### src/rtl/set_pkg.sv
// ----------------------------------------------------------------------------
// set_pkg
// Shared types and constants for the eased two-axis servo trajectory block.
// ----------------------------------------------------------------------------
package set_pkg;

    // step count limit (default of the top-level parameter)
    localparam int MAX_STEPS_DEF = 64;

    // field widths
    localparam int GOAL_W  = 8;
    localparam int DUR_W   = 11;
    localparam int ANGLE_W = 16;
    localparam int DUTY_W  = 14;
    localparam int CFG_W   = 13;
    localparam int IDX_W   = 2;

    // register indexes
    localparam logic [IDX_W-1:0] REG_DUTY_OFFSET = 2'd0;
    localparam logic [IDX_W-1:0] REG_DUTY_SPAN   = 2'd1;

    // arithmetic constants
    localparam logic [ANGLE_W-1:0] RESET_POS_Q8  = 16'd23040;
    localparam logic [ANGLE_W-1:0] ANGLE_MAX_Q8  = 16'd46080;
    localparam logic [CFG_W-1:0]   OFFSET_RESET  = 13'd205;
    localparam logic [CFG_W-1:0]   SPAN_RESET    = 13'd410;
    localparam logic [17:0]        BACK_S_Q16    = 18'd111515;
    localparam logic [17:0]        BACK_S1_Q16   = 18'd177051;  // s + 1.0
    localparam logic [11:0]        RECIP_20      = 12'd3277;    // 2^16 / 20, rounded up
    localparam logic [19:0]        RECIP_45      = 20'd745655;  // 2^25 / 45, rounded up

    // divider geometry
    localparam int DIVD_W = 41;  // dividend bits
    localparam int DIVS_W = 20;  // divisor bits
    localparam int QUO_W  = 18;  // quotient bits

    // datapath operations issued by the controller
    typedef enum logic [3:0] {
        OP_NONE,
        OP_LOAD,
        OP_SQ,
        OP_CUBE,
        OP_NUM,
        OP_DIV,
        OP_EASE,
        OP_MUL,
        OP_ANG,
        OP_SPAN,
        OP_RECIP,
        OP_EMIT
    } op_t;

    // datapath status seen by the controller
    typedef struct packed {
        logic div_done;
        logic last_step;
        logic out_free;
    } status_t;

endpackage

### src/rtl/set_ctrl.sv
// ----------------------------------------------------------------------------
// set_ctrl
// Controller: sequences the per-step operations of the datapath.
// ----------------------------------------------------------------------------
module set_ctrl
    import set_pkg::*;
(
    input  logic    clk,
    input  logic    rst_n,
    input  logic    s_tvalid,
    output logic    s_tready,
    input  status_t status,
    output op_t     op
);

    typedef enum logic [3:0] {
        ST_IDLE,
        ST_SQ,
        ST_CUBE,
        ST_NUM,
        ST_DIVGO,
        ST_DIVW,
        ST_EASE,
        ST_MUL,
        ST_ANG,
        ST_SPAN,
        ST_RECIP,
        ST_EMIT
    } state_t;

    state_t state_reg, state_next;

    // next state and operation for this cycle
    always_comb
    begin
        state_next = state_reg;
        op         = OP_NONE;
        case (state_reg)
            ST_IDLE:
            begin
                if (s_tvalid)
                begin
                    op         = OP_LOAD;
                    state_next = ST_SQ;
                end
            end
            ST_SQ:
            begin
                op         = OP_SQ;
                state_next = ST_CUBE;
            end
            ST_CUBE:
            begin
                op         = OP_CUBE;
                state_next = ST_NUM;
            end
            ST_NUM:
            begin
                op         = OP_NUM;
                state_next = ST_DIVGO;
            end
            ST_DIVGO:
            begin
                op         = OP_DIV;
                state_next = ST_DIVW;
            end
            ST_DIVW:
            begin
                if (status.div_done)
                    state_next = ST_EASE;
            end
            ST_EASE:
            begin
                op         = OP_EASE;
                state_next = ST_MUL;
            end
            ST_MUL:
            begin
                op         = OP_MUL;
                state_next = ST_ANG;
            end
            ST_ANG:
            begin
                op         = OP_ANG;
                state_next = ST_SPAN;
            end
            ST_SPAN:
            begin
                op         = OP_SPAN;
                state_next = ST_RECIP;
            end
            ST_RECIP:
            begin
                op         = OP_RECIP;
                state_next = ST_EMIT;
            end
            ST_EMIT:
            begin
                if (status.out_free)
                begin
                    op         = OP_EMIT;
                    state_next = status.last_step ? ST_IDLE : ST_SQ;
                end
            end
            default: state_next = ST_IDLE;
        endcase
    end

    always_ff @(posedge clk or negedge rst_n)
    begin
        if (!rst_n)
            state_reg <= ST_IDLE;
        else
            state_reg <= state_next;
    end

    assign s_tready = (state_reg == ST_IDLE);

endmodule

### config.mk
export PLATFORM = sky130hd
export DESIGN_NAME = set_ctrl
export DESIGN_NICKNAME = d
export VERILOG_FILES = /design/src/rtl/set_pkg.sv /design/src/rtl/set_ctrl.sv
export SDC_FILE = /design/constraint.sdc
export NUM_CORES = 1
export LEC_CHECK = 0
export BUFFER_PORTS_ARGS = -buffer_cell sky130_fd_sc_hd__clkbuf_2
export CAP_MARGIN = 20
export CORE_AREA = 2 2 39 41
export CTS_CLUSTER_SIZE = 25
export DETAILED_ROUTE_END_ITERATION = 10
export DIE_AREA = 0 0 41 43
export PLACE_DENSITY = 0.62
export SYNTH_ARGS = -nofsm -noshare
export SYNTH_HDL_FRONTEND = slang
export SYNTH_SLANG_ARGS = --single-unit
### constraint.sdc
create_clock -name clk -period 1 [get_ports clk]
set_input_delay 0.05 -clock clk [delete_from_list [all_inputs] [get_ports clk]]
set_output_delay 0.05 -clock clk [all_outputs]
set_load 0.03 [all_outputs]
; ---- Word-level counts from Yosys, hierarchy flattened
; Index checks and enable logic that the tools add are counted.
; W data, S select, Z words.
[totals]
reg_bits = 4
output_inout_bits = 5
in_bits = 6
[classes]
reduce_logical = 2
mux = 8
n_eq_ne = 14
[ops]
columns = operator, count
row1 = $pmux W4 S12, 1
row2 = $pmux W4 S11, 1
row3 = $eq A4 B3 Y1 const B, 4
row4 = $eq A4 B4 Y1 const B, 4
row5 = $mux W4, 4
row6 = $eq A4 B2 Y1 const B, 2
row7 = $ne A2 B2 Y1 const B, 3
row8 = $eq A4 B1 Y1 const B, 1
row9 = $logic_not A4 Y1, 1
row10 = $reduce_and A3 Y1, 1
row11 = $mux W1, 2

; ---- Longest topological paths before layout
[logic_depth]
depth_word = 3
ltp_mapped = 4

; ---- Worst setup path after synthesis
; No wires, ideal clock.
[synth_path]
path_kind = register -> register
from = reg state_reg[1]
to = reg state_reg[0]
stages_incl_launch_ff = 5
path_buffers = 1
period_less_slack_ns = 1.629
path_slack_ns = -0.629
t_required_ns = 0.871
setup_time_ns = 0.129
t_arrival_ns = 1.500
path_cell_list = dfrtp_1 > buf_6 > nor4_2 > and2b_1 > o32ai_2
[synth_between]
elab_chain_cells = 3
word_cells_on_any_way = 17
cone_classes = eq/ne: 14 / mux: 1 / reduce/logical: 2
[synth_rtl]
columns = item, line
row1 = from (decl), set_ctrl.sv:31  ; state_t state_reg, state_next;
row2 = from (signal assigned), set_ctrl.sv:114  ; state_reg <= state_next;
row3 = $logic_not A4 Y1 *, --
row4 = named net s_tready, set_ctrl.sv:11  ; output logic s_tready,
row5 = $ne A2 B2 Y1 (no line), --
row6 = $reduce_and A3 Y1 (no line), --
; Mark *: on every way through the listed nets, which the timed path passes. The rest lies on a longest branch.
; A chain may end at the register's enable or synchronous reset.

; ---- Worst setup path in the final report
[layout_path]
from = reg state_reg[1]
to = out op[0]
[layout_between]
elab_chain_cells = 2
word_cells_on_any_way = 12
cone_classes = eq/ne: 10 / mux: 1 / reduce/logical: 1
[layout_rtl]
columns = item, line
row1 = $eq A4 B4 Y1 (tied with other cells), set_ctrl.sv:38  ; case (state_reg)
row2 = $pmux W4 S11 *, set_ctrl.sv:38
row3 = to (decl), set_ctrl.sv:13  ; output op_t op
; Every way passes the cells marked *; elsewhere a longest branch is shown, timed or not.

==> results.sh <==
export IMPL_status="finished with violations"
export IMPL_violations="setup timing"
export IMPL_p_int_mw=1.75
export IMPL_clock_latency_ns=0.24
export IMPL_grt_pass1_vias=473
export IMPL_fin_crit_sh_pct=147
export IMPL_yosysTopAreaCellShare_pct=26.1
export IMPL_nFillCells=121
export IMPL_max_vdd_ir_drop_mv=1.78
export IMPL_path_max_fanout=5
export IMPL_drt_iter0_markers=0
export IMPL_drtAntennaViolNets=0
export IMPL_max_cap_violations=0
export IMPL_syn_num_nets=50
export IMPL_syn_area_sq_um=384
export IMPL_slowest_delay_ns=0.41
export IMPL_largest_reg_flops=4
export IMPL_htree_levels=1
export IMPL_grtUsageTotal_pct=16.6
export IMPL_ys_ff_latch=4
export IMPL_p_seq_share_pct=11.6
export IMPL_syn_area_per_cell_sq_um=8.73
export IMPL_cts_sinks=4
export IMPL_power_switching_mw=1.31
export IMPL_setup_tns_ns=-2.54
export IMPL_yosysTopAreaCell="dfrtp_1"
export IMPL_clockPowerShare_pct=6.7
export IMPL_criticalPathCategory="register to output pin"
export IMPL_grt_antenna_before_repair=0
export IMPL_die_h_microns=43
export IMPL_arrival_ns=1.42
export IMPL_setup_worst_path_start="state_reg[1]"
export IMPL_fin_area_sq_um=818
export IMPL_dpl_cell_area_sq_um=598
export IMPL_cts_buffers_inserted=3
export IMPL_avgRoutedWirePerCell_microns=13.0
export IMPL_ys_types=28
export IMPL_dp_hpwl_microns=809
export IMPL_setup_violations_final=9
export IMPL_path_clk_slew_ns=0.04
export IMPL_ys_top_cells_by_area="dfrtp_1 (26%), buf_6 (5.9%), nand2b_1 (4.9%)"
export IMPL_drc=0
export IMPL_drive_gt1_share_pct=78.4
export IMPL_path_delay_family="simple AND/OR/NAND/NOR gates"
export IMPL_viasPerCell=4.79
export IMPL_worstSetupEndpointType="output pin"
export IMPL_ys_seq_area_share_pct=26.1
export IMPL_port_buffers=10
export IMPL_power_frac_comb_pct=81.7
export IMPL_worstPathCellList="or2b_1 > or3b_4 > o21ai_4 > buf_8"
export IMPL_hp_class="input port to async pin"
export IMPL_worst_setup_path_start_kind="register"
export IMPL_critPathBufInv=1
export IMPL_routed_via_count=431
export IMPL_finalClockSkew_ns=0.00982
export IMPL_die_w_microns=41
export IMPL_setup_ws_ns=-0.470
export IMPL_max_freq_ghz=0.680
export IMPL_slew_headroom_pct=85.0
export IMPL_grt_max_degree=7
export IMPL_yosys_warnings=0
export IMPL_p_per_area_nw_per_um2=3740
export IMPL_syn_inst=44
export IMPL_rows=14
export IMPL_wirelength_microns=1170
export IMPL_grt_overflow_total=0
export IMPL_synthToLayoutAreaGrowth_pct=113
export IMPL_tightest_slew_ns=0.223
export IMPL_grt_first_pass_wirelength_microns=1960
export IMPL_nets=82
export IMPL_first_pass_iters=1
export IMPL_final_max_slew_viol_count=0
export IMPL_start_util_pct=27.8
export IMPL_grt_setup_unrepaired="yes"
export IMPL_register_area_sq_um=104
export IMPL_multiInputGateArea_sq_um=370
export IMPL_cts_tree="yes"
export IMPL_post_route_min_period_ns=1.47
export IMPL_p_leak_nw=0.366
export IMPL_pin_count=11
export IMPL_clk_root_buffer_cell="clkbuf_4"
export IMPL_worstReg2RegStart="state_reg[1]"
export IMPL_cp_required_ns=0.95
export IMPL_dp_slack_ns=-0.325
export IMPL_utilization_pct=59.1
export IMPL_critPathSlowestCell="dfrtp_1"
export IMPL_ctsLongestPathBuffers=2
export IMPL_diodes=0
export IMPL_core_sq_um=1380
export IMPL_dieArea_sq_um=1760
export IMPL_finalHoldViolCount=0
export IMPL_swShare_pct=42.8
export IMPL_globalplace_congestion=0.746
## worst register-to-register path: cells and delay by family (launching register included)
| family | cells | cell delay [ns] |
|---|---|---|
| AO/OA/AOI/OAI | 2 | 0.47 |
| buffers and inverters | 2 | 0.29 |
| flip-flops | 1 | 0.41 |
## logic make-up after synthesis
logic type	Yosys count	share of synthesized area (%)
AO/OA/AOI/OAI	13	27.7
buffers and inverters	6	11.1
XOR/XNOR	2	4.56
flip-flops	4	26.1
AND/OR/NAND/NOR	18	27.7
multiplexers	1	2.93
## layout make-up
cell class,instances,share of cell area (%)
multi-input cells,34,45.3
flip-flops and latches,4,12.7
repair buffers,31,35.9
clock buffers,3,2.75
well taps,16,2.45
inverters,2,0.917
## power groups by stage
stage,Sequential [mW],Clock [mW],Combinational (mW)
finish,0.356,0.204,2.50
global placement,0.324,0,1.81
CTS,0.341,0.209,2.40
global route,0.373,0.220,2.66
floorplan,0.292,0,1.39
detailed placement,0.326,0,1.82
## cells in the final DEF, fill, tap and decap left out, types with 2 or more instances in the layout
master	n
a21oi_2	2
buf_4	10
buf_6	10
buf_8	2
clkbuf_2	5
clkbuf_4	3
clkbuf_8	3
dfrtp_2	3
nand2_4	2
nand2b_4	2
nor2_1	2
o21ai_4	2
xor2_1	2
## cell usage after synthesis
| cell type | count |
|---|---|
| or3b_1 | 1 |
| o32ai_2 | 1 |
| o32a_1 | 1 |
| and3_2 | 1 |
| o21ai_1 | 2 |
| inv_1 | 1 |
| buf_2 | 1 |
| or2b_1 | 1 |
| xor2_1 | 2 |
| inv_2 | 1 |
| o32ai_1 | 1 |
| and2b_1 | 1 |
| nor2b_1 | 1 |
| nor4_2 | 1 |
| o21bai_1 | 1 |
| buf_4 | 1 |
| nand2b_1 | 3 |
| dfrtp_1 | 4 |
| o22ai_1 | 1 |
| nor3b_1 | 1 |
| buf_6 | 2 |
| o211ai_1 | 1 |
| o31a_1 | 1 |
| a21oi_1 | 3 |
| nand2_1 | 4 |
| nor2_1 | 4 |
| o41ai_2 | 1 |
| mux2_2 | 1 |
## per-stage QoR
| stage | hold WS [ns] | total power [mW] | std cells |
|---|---|---|---|
| 2_1_floorplan | -0.246 | 1.68 | 44 |
| 3_3_place_gp | -0.136 | 2.13 | 81 |
| 3_5_place_dp | -0.136 | 2.14 | 81 |
| 4_1_cts | 0.151 | 2.95 | 89 |
| 5_1_grt | 0.157 | 3.25 | 90 |
| 6_report | 0.158 | 3.06 | 90 |
## final timing paths
| check | end | slack, ns | cells past startpoint |
|---|---|---|---|
| worst max-delay path | op[0] | -0.47 | 4 |
| worst min-delay path | state_reg[1] | 0.16 | 2 |
| worst max register to register | state_reg[0] | -0.26 | 4 |
| worst min register to register | state_reg[2] | 0.64 | 2 |
| max in group asynchronous | state_reg[2] | 0.69 | 2 |
| min in group clk | state_reg[1] | 0.16 | 3 |
## metal layers
layer	vias to the layer above	track usage, %	wire length (microns)
li1	221	-	-
met1	202	19.4	488
met2	8	28.1	656
met3	0	3.14	21
met4	0	6.00	0
met5	-	0	0
## what timing repair did
action,4_1_cts,5_1_grt
hold buffers,1,0
resized for setup,31,7
buffers inserted,6,2
pin swaps,8,5
hold endpoints to repair,4,0
endpoints found under the setup margin,9,9
Power figures use the tool's default switching activity.
